`config.mk`:
```
export PLATFORM = sky130hd
export DESIGN_NAME = task_dependence_graph_scheduler_core
export DESIGN_NICKNAME = d
export VERILOG_FILES = /design/src/rtl/tdgs_pkg.sv /design/src/rtl/tdgs_ram.sv /design/src/rtl/tdgs_ctrl.sv /design/src/rtl/tdgs_dp.sv /design/src/rtl/task_dependence_graph_scheduler_core.sv
export SDC_FILE = /design/constraint.sdc
export NUM_CORES = 2
export LEC_CHECK = 0
export ABC_CLOCK_PERIOD_IN_PS = 20400
export BUFFER_PORTS_ARGS = -buffer_cell sky130_fd_sc_hd__buf_2
export CAP_MARGIN = 0
export CORE_AREA = 2 2 725 727
export DETAILED_ROUTE_END_ITERATION = 8
export DIE_AREA = 0 0 727 729
export PLACE_DENSITY = 0.48
export SETUP_SLACK_MARGIN = 0.4
export SYNTH_ARGS = -nofsm -noshare
export SYNTH_HDL_FRONTEND = slang
export SYNTH_MEMORY_MAX_BITS = 65536
export SYNTH_SLANG_ARGS = --single-unit
```
`constraint.sdc`:
```
create_clock -name i_clk -period 20.4 [get_ports i_clk]
set_input_delay 6.12 -clock i_clk [delete_from_list [all_inputs] [get_ports i_clk]]
set_output_delay 6.12 -clock i_clk [all_outputs]
set_load 0.005 [all_outputs]
```
`src/rtl/tdgs_pkg.sv`:
```
// ----------------------------------------------------------------------------
// tdgs_pkg
// shared types and constants of the task dependence graph scheduler
// ----------------------------------------------------------------------------
package tdgs_pkg;

    localparam int SLOTS_DEF   = 64;
    localparam int MAX_WORKERS = 16;
    localparam int WORKER_LIM  = (MAX_WORKERS < 16) ? MAX_WORKERS : 16;

    localparam int SLOT_W   = 6;
    localparam int PAT_W    = 64;
    localparam int WORKER_W = 4;
    localparam int WCNT_W   = 5;

    typedef enum logic {
        KIND_ADD    = 1'b0,
        KIND_REMOVE = 1'b1
    } t_kind;

    typedef enum logic [1:0] {
        EV_ASSIGNED = 2'd0,
        EV_READY    = 2'd1,
        EV_NONE     = 2'd2
    } t_event;

    typedef enum logic [1:0] {
        ST_OK        = 2'd0,
        ST_NO_SLOT   = 2'd1,
        ST_FREE_SLOT = 2'd2
    } t_status;

    typedef struct packed {
        t_kind               kind;
        logic [PAT_W-1:0]    dep_pattern;
        logic [SLOT_W-1:0]   finished_slot;
    } t_req;

    typedef struct packed {
        t_event              event_res;
        logic [SLOT_W-1:0]   slot;
        logic                dispatch;
        logic [WORKER_W-1:0] worker;
        t_status             status;
        logic                last;
    } t_res;

    // controller to datapath
    typedef struct packed {
        logic              capture;
        logic              add;
        logic              rm_chk;
        logic              rd_en;
        logic [SLOT_W-1:0] rd_row;
        logic              flush;
    } t_cmd;

    // datapath to controller
    typedef struct packed {
        logic rm_ok;
    } t_sts;

endpackage

```
`src/rtl/tdgs_ram.sv`:
```
// ----------------------------------------------------------------------------
// tdgs_ram
// generic simple dual port ram, one write and one registered read port
// ----------------------------------------------------------------------------
module tdgs_ram #(
    parameter int WIDTH = 8,
    parameter int DEPTH = 64
) (
    input  logic                     i_clk,
    input  logic                     i_we,
    input  logic [$clog2(DEPTH)-1:0] i_waddr,
    input  logic [WIDTH-1:0]         i_wdata,
    input  logic [$clog2(DEPTH)-1:0] i_raddr,
    output logic [WIDTH-1:0]         o_rdata
);

    logic [WIDTH-1:0] mem [DEPTH];
    logic [WIDTH-1:0] r_rdata;

    always_ff @(posedge i_clk) begin
        if (i_we) begin
            mem[i_waddr] <= i_wdata;
        end
        r_rdata <= mem[i_raddr];
    end

    assign o_rdata = r_rdata;

endmodule

```
`src/rtl/tdgs_ctrl.sv`:
```
// ----------------------------------------------------------------------------
// tdgs_ctrl
// request sequencer: add, remove check, row sweep, flush of the held result
// ----------------------------------------------------------------------------
module tdgs_ctrl #(
    parameter int SLOTS = tdgs_pkg::SLOTS_DEF
) (
    input  logic           i_clk,
    input  logic           i_rst_n,
    input  logic           i_start,
    input  tdgs_pkg::t_kind i_kind,
    input  tdgs_pkg::t_sts i_sts,
    output tdgs_pkg::t_cmd o_cmd,
    output logic           o_busy
);
    import tdgs_pkg::*;

    localparam int ROW_W = $clog2(SLOTS);
    localparam logic [ROW_W-1:0] LAST_ROW = ROW_W'(SLOTS - 1);

    typedef enum logic [5:0] {
        S_IDLE  = 6'b000001,
        S_ADD   = 6'b000010,
        S_CHK   = 6'b000100,
        S_SWEEP = 6'b001000,
        S_DRAIN = 6'b010000,
        S_FLUSH = 6'b100000
    } t_state;

    t_state           r_state, n_state;
    logic [ROW_W-1:0] r_row, n_row;

    always_ff @(posedge i_clk) begin
        if (!i_rst_n) begin
            r_state <= S_IDLE;
            r_row   <= '0;
        end else begin
            r_state <= n_state;
            r_row   <= n_row;
        end
    end

    always_comb begin
        n_state       = r_state;
        n_row         = r_row;
        o_cmd         = '0;
        o_cmd.rd_row  = SLOT_W'(r_row);
        case (r_state)
            S_IDLE: begin
                if (i_start) begin
                    o_cmd.capture = 1'b1;
                    n_state       = (i_kind == KIND_ADD) ? S_ADD : S_CHK;
                end
            end
            S_ADD: begin
                o_cmd.add = 1'b1;
                n_state   = S_IDLE;
            end
            S_CHK: begin
                o_cmd.rm_chk = 1'b1;
                n_row        = '0;
                n_state      = i_sts.rm_ok ? S_SWEEP : S_IDLE;
            end
            S_SWEEP: begin
                o_cmd.rd_en = 1'b1;
                n_row       = r_row + ROW_W'(1);
                if (r_row == LAST_ROW) begin
                    n_state = S_DRAIN;
                end
            end
            S_DRAIN: begin
                n_state = S_FLUSH;
            end
            S_FLUSH: begin
                o_cmd.flush = 1'b1;
                n_state     = S_IDLE;
            end
            default: begin
                n_state = S_IDLE;
            end
        endcase
    end

    assign o_busy = (r_state != S_IDLE);

endmodule

```
`src/rtl/tdgs_dp.sv`:
```
// ----------------------------------------------------------------------------
// tdgs_dp
// datapath: wait-row ram, free-slot stack, occupancy, round robin, results
// ----------------------------------------------------------------------------
module tdgs_dp #(
    parameter int SLOTS = tdgs_pkg::SLOTS_DEF
) (
    input  logic                          i_clk,
    input  logic                          i_rst_n,
    input  tdgs_pkg::t_req                i_req,
    input  logic                          i_cfg_we,
    input  logic [tdgs_pkg::WCNT_W-1:0]   i_cfg_wdata,
    input  tdgs_pkg::t_cmd                i_cmd,
    output tdgs_pkg::t_sts                o_sts,
    output logic                          o_res_strobe,
    output tdgs_pkg::t_res                o_res
);
    import tdgs_pkg::*;

    localparam int ROW_W = $clog2(SLOTS);
    localparam int CNT_W = $clog2(SLOTS + 1);

    t_req              r_req;
    logic [SLOTS-1:0]  r_occ, n_occ;
    logic [CNT_W-1:0]  r_fc, n_fc;
    logic [CNT_W-1:0]  r_low, n_low;
    logic [WCNT_W-1:0] r_wcnt;
    logic [WORKER_W-1:0] r_nw, n_nw;
    logic              r_q_vld;
    logic [ROW_W-1:0]  r_q_row;
    logic              r_hold_vld, n_hold_vld;
    logic [ROW_W-1:0]  r_hold_slot, n_hold_slot;
    logic [WORKER_W-1:0] r_hold_wk, n_hold_wk;
    logic              r_res_vld, n_res_vld;
    t_res              r_res, n_res;

    logic [CNT_W-1:0]  stk_idx;
    logic [ROW_W-1:0]  stk_q;
    logic              stk_we;
    logic [ROW_W-1:0]  row_q;
    logic              row_we;
    logic [ROW_W-1:0]  row_waddr;
    logic [SLOTS-1:0]  row_wdata;

    logic [WCNT_W-1:0] n_eff;
    logic [WORKER_W-1:0] nw_adv;
    logic [ROW_W-1:0]  fs_idx;
    logic              fs_in_range;
    logic [SLOTS-1:0]  col_mask;
    logic [SLOTS-1:0]  add_row;
    logic [ROW_W-1:0]  add_slot;
    logic [SLOTS-1:0]  row_prev, row_now;
    logic              row_ready;
    logic [SLOTS-1:0]  wait_q;

    // free-slot stack, entries below the low mark are never written and stand for their own index
    assign stk_idx = r_fc - CNT_W'(1);
    assign stk_we  = i_cmd.rm_chk && o_sts.rm_ok;

    tdgs_ram #(.WIDTH(ROW_W), .DEPTH(SLOTS)) u_stack (
        .i_clk   (i_clk),
        .i_we    (stk_we),
        .i_waddr (r_fc[ROW_W-1:0]),
        .i_wdata (fs_idx),
        .i_raddr (stk_idx[ROW_W-1:0]),
        .o_rdata (stk_q)
    );

    tdgs_ram #(.WIDTH(SLOTS), .DEPTH(SLOTS)) u_rows (
        .i_clk   (i_clk),
        .i_we    (row_we),
        .i_waddr (row_waddr),
        .i_wdata (row_wdata),
        .i_raddr (i_cmd.rd_row[ROW_W-1:0]),
        .o_rdata (wait_q)
    );

    // round robin step
    always_comb begin
        if (r_wcnt == '0) begin
            n_eff = WCNT_W'(1);
        end else if (r_wcnt > WCNT_W'(WORKER_LIM)) begin
            n_eff = WCNT_W'(WORKER_LIM);
        end else begin
            n_eff = r_wcnt;
        end
        nw_adv = (WCNT_W'(r_nw) + WCNT_W'(1) == n_eff) ? '0 : r_nw + WORKER_W'(1);
    end

    assign fs_idx      = r_req.finished_slot[ROW_W-1:0];
    assign fs_in_range = ((SLOT_W + 1)'(r_req.finished_slot) < (SLOT_W + 1)'(SLOTS));
    assign o_sts.rm_ok = fs_in_range && r_occ[fs_idx];
    assign col_mask    = {{(SLOTS - 1){1'b0}}, 1'b1} << fs_idx;

    assign add_row  = r_req.dep_pattern[SLOTS-1:0];
    assign add_slot = (stk_idx < r_low) ? stk_idx[ROW_W-1:0] : stk_q;

    // rows of free slots read as zero through occupancy, which stands in for their reset
    assign row_q     = r_q_row;
    assign row_prev  = r_occ[row_q] ? wait_q : '0;
    assign row_now   = row_prev & ~col_mask;
    assign row_ready = r_occ[row_q] && (|row_prev) && !(|row_now);

    always_comb begin
        row_we    = 1'b0;
        row_waddr = row_q;
        row_wdata = row_now;
        if (i_cmd.add && r_fc != '0) begin
            row_we    = 1'b1;
            row_waddr = add_slot;
            row_wdata = add_row;
        end else if (r_q_vld) begin
            row_we = 1'b1;
        end
    end

    always_comb begin
        n_occ       = r_occ;
        n_fc        = r_fc;
        n_low       = r_low;
        n_nw        = r_nw;
        n_hold_vld  = r_hold_vld;
        n_hold_slot = r_hold_slot;
        n_hold_wk   = r_hold_wk;
        n_res_vld   = 1'b0;
        n_res       = r_res;

        if (i_cmd.add) begin
            n_res_vld = 1'b1;
            if (r_fc == '0) begin
                n_res = '{EV_NONE, '0, 1'b0, '0, ST_NO_SLOT, 1'b1};
            end else begin
                n_fc           = stk_idx;
                n_occ[add_slot] = 1'b1;
                if (stk_idx < r_low) begin
                    n_low = stk_idx;
                end
                if (add_row == '0) begin
                    n_nw  = nw_adv;
                    n_res = '{EV_ASSIGNED, SLOT_W'(add_slot), 1'b1, nw_adv, ST_OK, 1'b1};
                end else begin
                    n_res = '{EV_ASSIGNED, SLOT_W'(add_slot), 1'b0, '0, ST_OK, 1'b1};
                end
            end
        end

        if (i_cmd.rm_chk) begin
            if (o_sts.rm_ok) begin
                n_occ[fs_idx] = 1'b0;
                n_fc          = r_fc + CNT_W'(1);
                n_hold_vld    = 1'b0;
            end else begin
                n_res_vld = 1'b1;
                n_res     = '{EV_NONE, r_req.finished_slot, 1'b0, '0, ST_FREE_SLOT, 1'b1};
            end
        end

        // a new ready slot releases the one held before it
        if (r_q_vld && row_ready) begin
            n_nw        = nw_adv;
            n_hold_vld  = 1'b1;
            n_hold_slot = row_q;
            n_hold_wk   = nw_adv;
            if (r_hold_vld) begin
                n_res_vld = 1'b1;
                n_res     = '{EV_READY, SLOT_W'(r_hold_slot), 1'b1, r_hold_wk, ST_OK, 1'b0};
            end
        end

        if (i_cmd.flush) begin
            n_res_vld = 1'b1;
            if (r_hold_vld) begin
                n_res = '{EV_READY, SLOT_W'(r_hold_slot), 1'b1, r_hold_wk, ST_OK, 1'b1};
            end else begin
                n_res = '{EV_NONE, r_req.finished_slot, 1'b0, '0, ST_OK, 1'b1};
            end
        end

        if (i_cfg_we) begin
            n_nw = '0;
        end
    end

    always_ff @(posedge i_clk) begin
        if (!i_rst_n) begin
            r_occ      <= '0;
            r_fc       <= CNT_W'(SLOTS);
            r_low      <= CNT_W'(SLOTS);
            r_wcnt     <= WCNT_W'(1);
            r_nw       <= '0;
            r_q_vld    <= 1'b0;
            r_hold_vld <= 1'b0;
            r_res_vld  <= 1'b0;
        end else begin
            r_occ      <= n_occ;
            r_fc       <= n_fc;
            r_low      <= n_low;
            r_nw       <= n_nw;
            r_q_vld    <= i_cmd.rd_en;
            r_hold_vld <= n_hold_vld;
            r_res_vld  <= n_res_vld;
            if (i_cfg_we) begin
                r_wcnt <= i_cfg_wdata;
            end
        end
    end

    always_ff @(posedge i_clk) begin
        if (i_cmd.capture) begin
            r_req <= i_req;
        end
        r_q_row     <= i_cmd.rd_row[ROW_W-1:0];
        r_hold_slot <= n_hold_slot;
        r_hold_wk   <= n_hold_wk;
        r_res       <= n_res;
    end

    assign o_res_strobe = r_res_vld;
    assign o_res        = r_res;

endmodule

```
`src/rtl/task_dependence_graph_scheduler_core.sv`:
```
// ----------------------------------------------------------------------------
// task_dependence_graph_scheduler_core
// bit-matrix task scheduler: slots from a lifo free stack, ready slots to
// round-robin workers
// ----------------------------------------------------------------------------
//
//  channel   ports                          handshake
//  --------  -----------------------------  ---------------------------------
//  request   start, busy, i_req             taken when start and not busy
//  result    o_res_strobe, o_res            one cycle per result, no back-off
//  config    i_cfg_we, i_cfg_wdata          written when i_cfg_we is high
//
//  add: the result shows in the cycle busy drops, and the next request can
//    be taken in that same cycle
//  remove: busy through the check, the one-row-a-cycle sweep of the wait-row
//    ram, a drain and a flush; final result in the cycle busy drops; error
//    removes are busy for the check only
//  ready slots of a remove come out one per cycle at most, in ascending order
//  reset is synchronous; no clearing pass, occupancy marks which rows are live
//  the receiver cannot stall: each result is shown for exactly one cycle
//
module task_dependence_graph_scheduler_core #(
    parameter int SLOTS = tdgs_pkg::SLOTS_DEF
) (
    input  logic                        i_clk,
    input  logic                        i_rst_n,
    input  logic                        start,
    output logic                        busy,
    input  tdgs_pkg::t_req              i_req,
    output logic                        o_res_strobe,
    output tdgs_pkg::t_res              o_res,
    input  logic                        i_cfg_we,
    input  logic [tdgs_pkg::WCNT_W-1:0] i_cfg_wdata
);
    import tdgs_pkg::*;

    // command and status between sequencer and datapath
    t_cmd cmd;
    t_sts sts;

    // sequencer: one request at a time, sweep counter for removes
    tdgs_ctrl #(.SLOTS(SLOTS)) u_ctrl (
        .i_clk   (i_clk),
        .i_rst_n (i_rst_n),
        .i_start (start),
        .i_kind  (i_req.kind),
        .i_sts   (sts),
        .o_cmd   (cmd),
        .o_busy  (busy)
    );

    // datapath: wait-row matrix, free stack, worker round robin, result register
    tdgs_dp #(.SLOTS(SLOTS)) u_dp (
        .i_clk        (i_clk),
        .i_rst_n      (i_rst_n),
        .i_req        (i_req),
        .i_cfg_we     (i_cfg_we),
        .i_cfg_wdata  (i_cfg_wdata),
        .i_cmd        (cmd),
        .o_sts        (sts),
        .o_res_strobe (o_res_strobe),
        .o_res        (o_res)
    );

endmodule

```
== Word level (Yosys, flattened, before mapping) ==
Memory sizes are Yosys's and may differ from the RTL's. A register that Yosys moved wholly into a read port is not among the register bits.
Index checks and enable logic that the tools add are counted.

* Add/sub/neg operators: 5
* Magnitude comparators: 7
* Eq/ne operators: 12
* Shifts and indexed selects: 1
* Mux-type cells: 63
* Bitwise operators: 7
* Reduce and logical (&&, ||, !) cells: 24

{| class="wikitable"
|+ Operators with widths
! cell !! count
|-
| $mux 64 || 6
|-
| $and 64x64->64 || 2
|-
| $mux 16 || 8
|-
| $not 64->64 || 2
|-
| $reduce_or 64->1 || 2
|-
| $logic_not 64->1 || 1
|-
| $or 64x64->64 || 1
|-
| $shl 1x6->64 const A || 1
|-
| $mux 7 || 4
|-
| $mux 1 || 25
|-
| $mux 4 || 6
|-
| $mux 6 || 4
|-
| $pmux 6 s4 || 1
|-
| $lt 6x7->1 const B || 3
|-
| $bmux 1 s6 || 2
|-
| $demux 1 s6 || 2
|-
| $eq 6x6->1 const B || 2
|-
| $ge 6x1->1 const B || 2
|-
| $pmux 6 s2 || 1
|-
| $mux 5 || 2
|-
| $reduce_bool 2->1 || 5
|-
| $mux 8 || 1
|-
| $add 7x1->7 const B || 1
|-
| $logic_and 1x1->1 || 7
|-
| other kinds (24) || 28
|}

* Bits in registers: 204
* Memory bits (writable): 4,480
* Output and inout port bits: 18
* Word-level logic and storage cells: 142
* Memories kept: 2

{| class="wikitable"
|+ Memories
! name !! depth !! width !! read ports !! clocked after memory_dff !! write ports !! line !! source
|-
| u_dp.u_rows.mem || 64 || 64 || 1 || 1 || 1 || tdgs_ram.sv:17 || <nowiki>logic [WIDTH-1:0] mem [DEPTH];</nowiki>
|-
| u_dp.u_stack.mem || 64 || 6 || 1 || 1 || 1 || tdgs_ram.sv:17 ||
|}

== Logic depth before layout (Yosys ltp) ==
* Depth in word-level cells: 13
* Depth in mapped cells: 18
* Gate-level depth less buffers: 14

== By module ==
From an unflattened synthesis, not the netlist that was laid out.

* Cells, all modules: 8,470
* Area, all modules: 182,854.1 um^2

{| class="wikitable"
|+ By module, submodules not included
! module !! instances !! cells an instance !! area an instance (um^2)
|-
| tdgs_ram (u_dp.u_rows) || 1 || 6,598 || 156,348.7
|-
| tdgs_ram (u_dp.u_stack) || 1 || 720 || 15,225.9
|-
| tdgs_dp || 1 || 1,066 || 10,578.9
|-
| tdgs_ctrl || 1 || 86 || 700.7
|}

== Worst setup path after synthesis ==
OpenSTA, ideal clock, no wires.

* Path kind: input port to flip-flop
* Start: in start
* End: reg u_dp.r_req (netlist bit u_dp.add_row[0]), enable pin
* Setup time: 0.500 ns
* Data arrival time: 9.094 ns
* Required time: 19.900 ns
* Setup slack: 10.806 ns
* Stages on the path: 2
* Buffers on the path: 0
* Cells stage by stage: inv_1 > nor2_1

{| class="wikitable"
|+ RTL lines
! item !! line !! source
|-
| from (decl) || task_dependence_graph_scheduler_core.sv:27 || <nowiki>input logic start,</nowiki>
|-
| to (signal assigned) || tdgs_dp.sv:210 || <nowiki>r_req <= i_req;</nowiki>
|-
| to (decl) || tdgs_dp.sv:23 || <nowiki>t_req r_req;</nowiki>
|}

== Worst setup path after layout ==
* Start: reg u_ctrl.r_state[3]
* End: out busy

* Cells in the longest elaborated chain, start to end: 1

{| class="wikitable"
|+ RTL lines
! item !! line !! source
|-
| from (decl) || tdgs_ctrl.sv:30 || <nowiki>t_state r_state, n_state;</nowiki>
|-
| from (signal assigned) || tdgs_ctrl.sv:38 || <nowiki>r_state <= n_state;</nowiki>
|-
| $ne 6x1->1 || tdgs_ctrl.sv:84 || <nowiki>assign o_busy = (r_state != S_IDLE);</nowiki>
|-
| to (decl) || task_dependence_graph_scheduler_core.sv:28 || <nowiki>output logic busy,</nowiki>
|}

Every way passes these cells.

==> results.cfg <==
[run_status]
status = finished with violations
violations = capacitance limit

[detailed_routing]
final_antenna_net_count = 0
via_count = 88503
first_iter_violations = 11372
viasPerCell = 5.654
drcViolationCount = 0
wl_per_cell_um = 35.49
drtPass1Iterations = 6
wl_um = 555500

[critical_path]
worstPathCellList = nor2_1, nand3b_1, or3_1, buf_2
slowest_stage = or3_1
cp.required_ns = 14.28
cp.arrival_ns = 2.43
path_buf_inv = 1
path_class = flip-flop to output port
cp-end-kind = output port
cp_max_fo = 7
cp-start-kind = flip-flop
critical_path.top_delay_family = simple AND/OR/NAND/NOR gates
crit_path_max_incr_delay_ns = 0.43

[sta]
worstMarginPinSlew_ns = 1.456
setup_tns_ns = 0
finalCriticalPeriod_ns = 8.548
slew_viol_final = 0
setup_viol = 0
min_period_over_period_pct = 41.90
max_freq_mhz = 117.0
rsz0062_at_grt = no
hold_slack_ns = 0.4721
finalClockSkew_ns = 0.08417
max_slew_margin_pct = 2.031
final_hold_viol_count = 0

[final_layout]
fill_cells = 45596
final_common_cell = edfxtp_1
final_cell_mix = edfxtp_1 (4560), mux4_2 (1482), clkbuf_16 (538)
drive_gt1_share_pct = 32.08
area_growth_pct = 15.28
nNetsFinal = 8354
fin_cells = 15652

[clock_network]
cts_sinks = 4754
cts_buffers = 523
cts_tree = built
clk_pin_slew_worst_paths_ns = 0.06
clk_latency_ns = 1.08
post-cts-setup-buffers = 0
ctsLongestPathBuffers = 4
cts_resized = 0
htreeDepth = 6
root_buffer = clkbuf_16
hold_buffers = 0

[floorplanning]
die_w_um = 727
io_pins = 98
die-area_um2 = 530000
die_y_um = 729
start_util_pct = 34.85
core_area_um2 = 522900
std_cell_rows = 266

[run]
max-cap-violations = 1

[power]
total_power_w = 0.02029
p_per_area_nw_per_um2 = 96.60
peakVddDrop_v = 0.00008856
leakagePower_nw = 66.80

[logic_synthesis]
synth_seq_area_share_pct = 77.28
async_flop_share_pct = 0
synth_seq_cells = 4754
syn_area_per_cell_um2 = 23.44
yosysWarnings = 0
synth_edf_count = 4560
syn_inst = 7774
ys.flop_type = edfxtp_1
synthDistinctLibCells = 87
syn-num-nets = 7865
syn_area_um2 = 182200

[placement]
dp.cells = 14705
portBuffers = 97
place.detailed.hpwl_um = 325900
finalWeightedCongestion = 0.8926

[grt]
grt_max_degree = 117
antenna_found_initial = 67
grt_first_pass_wirelength_um = 760500
grt_pass1_vias = 89352
grt_usage_pct = 20.62
overflow = 0

[min_path]
holdCritPathClass = flip-flop to flip-flop
-- report_power, final --
part           internal (W)  total (W)  switching, W
registers            0.0106     0.0107     0.0000440
logic              0.000170   0.000525      0.000356
clock network       0.00522    0.00911       0.00389
total                0.0160     0.0203       0.00429
-- layer usage --
layer  wire length, um  track usage [%]  vias to the layer above  share of wire (%)
li1                  -                -                    34541                  -
met3             45830            4.804                      723                8.2
met1            235900            29.24                    49433                 42
met5               114                0                        -              0.021
met4             14180            5.274                        4                2.6
met2            259500            32.23                     3802                 47
-- final timing paths --
check               startpoint                       to  slack (ns)  cells past startpoint
min reg2reg     u_dp.o_res[14]           u_dp.o_res[14]        0.47                      2
max reg2reg       u_dp.r_fc[2]  u_dp.u_rows.mem[25][17]       12.69                     13
min             u_dp.o_res[14]           u_dp.o_res[14]        0.47                      2
max          u_ctrl.r_state[3]                     busy       11.85                      4
-- synthesized netlist by cell type, drive strengths merged (4+ instances only) --
| cell | instances | area, um2 |
|---|---|---|
| mux2 | 10 | 112.6 |
| a311oi | 6 | 52.55 |
| a21boi | 5 | 37.54 |
| inv | 26 | 97.60 |
| a211o | 5 | 43.79 |
| xnor2 | 7 | 61.31 |
| o221a | 12 | 135.1 |
| a211oi | 13 | 97.59 |
| o32ai | 4 | 42.55 |
| nor3b | 6 | 45.04 |
| or3b | 8 | 72.57 |
| or3 | 11 | 68.82 |
| nand2 | 152 | 570.6 |
| clkbuf | 299 | 1124 |
| nand3 | 31 | 160.1 |
| nand4 | 27 | 168.9 |
| nor3 | 76 | 380.4 |
| and2 | 5 | 31.28 |
| o22ai | 6 | 37.54 |
| nor2b | 4 | 25.02 |
| mux4 | 1488 | 33530 |
| a21oi | 79 | 399.1 |
| edfxtp | 4560 | 136900 |
| a31oi | 13 | 81.33 |
| mux2i | 11 | 110.1 |
| dfxtp | 194 | 3884 |
| nor2 | 244 | 915.9 |
| a21o | 5 | 37.54 |
| a32o | 4 | 40.04 |
| or4 | 5 | 41.29 |
| buf | 140 | 625.6 |
| or2 | 10 | 62.56 |
| o31ai | 70 | 525.5 |
| o21a | 4 | 30.03 |
| nand3b | 14 | 121.4 |
| nand2b | 5 | 31.28 |
| ha | 11 | 137.6 |
| a22oi | 9 | 67.56 |
| nand4b | 4 | 35.03 |
| and3 | 12 | 75.07 |
| nor4 | 47 | 300.3 |
| o21ai | 86 | 434.2 |
| o211ai | 7 | 52.55 |
-- stage by stage --
step           cell area (um2)  worst slack (ns)  util (%)
6_report                210100             11.85     40.18
2_1_floorplan           182200             10.81         -
3_3_place_gp            193600             12.21     37.03
5_1_grt                 210000             11.66     40.17
4_1_cts                 210000             11.77     40.16
3_5_place_dp            193600             12.18     37.04
-- flip-flops by register name, indices dropped and copies added, names as in the netlist --
register and flops:
u_dp.u_stack.o_rdata 6, u_dp.r_occ 64, u_dp.r_wcnt 5, u_dp.fs_idx 6, u_dp.r_q_vld 1, u_dp.r_low 7
u_dp.r_hold_slot 6, u_ctrl.r_row 6, u_dp.r_fc 7, u_dp.r_hold_vld 1, u_dp.o_res 16, u_dp.u_rows.mem 4096
u_dp.r_q_row 6, u_dp.u_rows.o_rdata 64, u_ctrl.r_state 6, u_dp.o_res_strobe 1, u_dp.r_nw 4, u_dp.u_stack.mem 384
u_dp.r_hold_wk 4, u_dp.add_row 64
-- area by class of cell --
class	count	area (um2)	area share [%]
Antenna cell	21	52.55	0.02502
Clock buffer	701	14250	6.786
Clock inverter	224	2105	1.002
Inverter	28	110.1	0.05242
Multi-Input combinational cell	2553	41030	19.53
Sequential cell	4754	140800	67.05
Tap cell	6968	8718	4.150
Timing Repair Buffer	403	2945	1.402
-- kinds of logic after synthesis --
| kind of cell | synth area share (%) |
|---|---|
| and+or+nand+nor | 1.756 |
| muxes | 18.53 |
| buffers and inverters | 1.020 |
| adders and majority gates | 0.07553 |
| DFF | 77.28 |
| xor gates and xnor gates | 0.04807 |
| AOI/OAI and AO/OA | 1.293 |
-- worst reg2reg max path, delay by kind of cell, from the launching register on --
| family | cells | cell delay, ns |
|---|---|---|
| DFF | 1 | 0.43 |
| and+or+nand+nor | 5 | 2.98 |
| adders and majority gates | 1 | 0.38 |
| xor gates and xnor gates | 1 | 0.33 |
| buffers and inverters | 3 | 2.09 |
| AOI/OAI and AO/OA | 3 | 1.09 |
No activity file was read; power rests on OpenSTA's default activity.
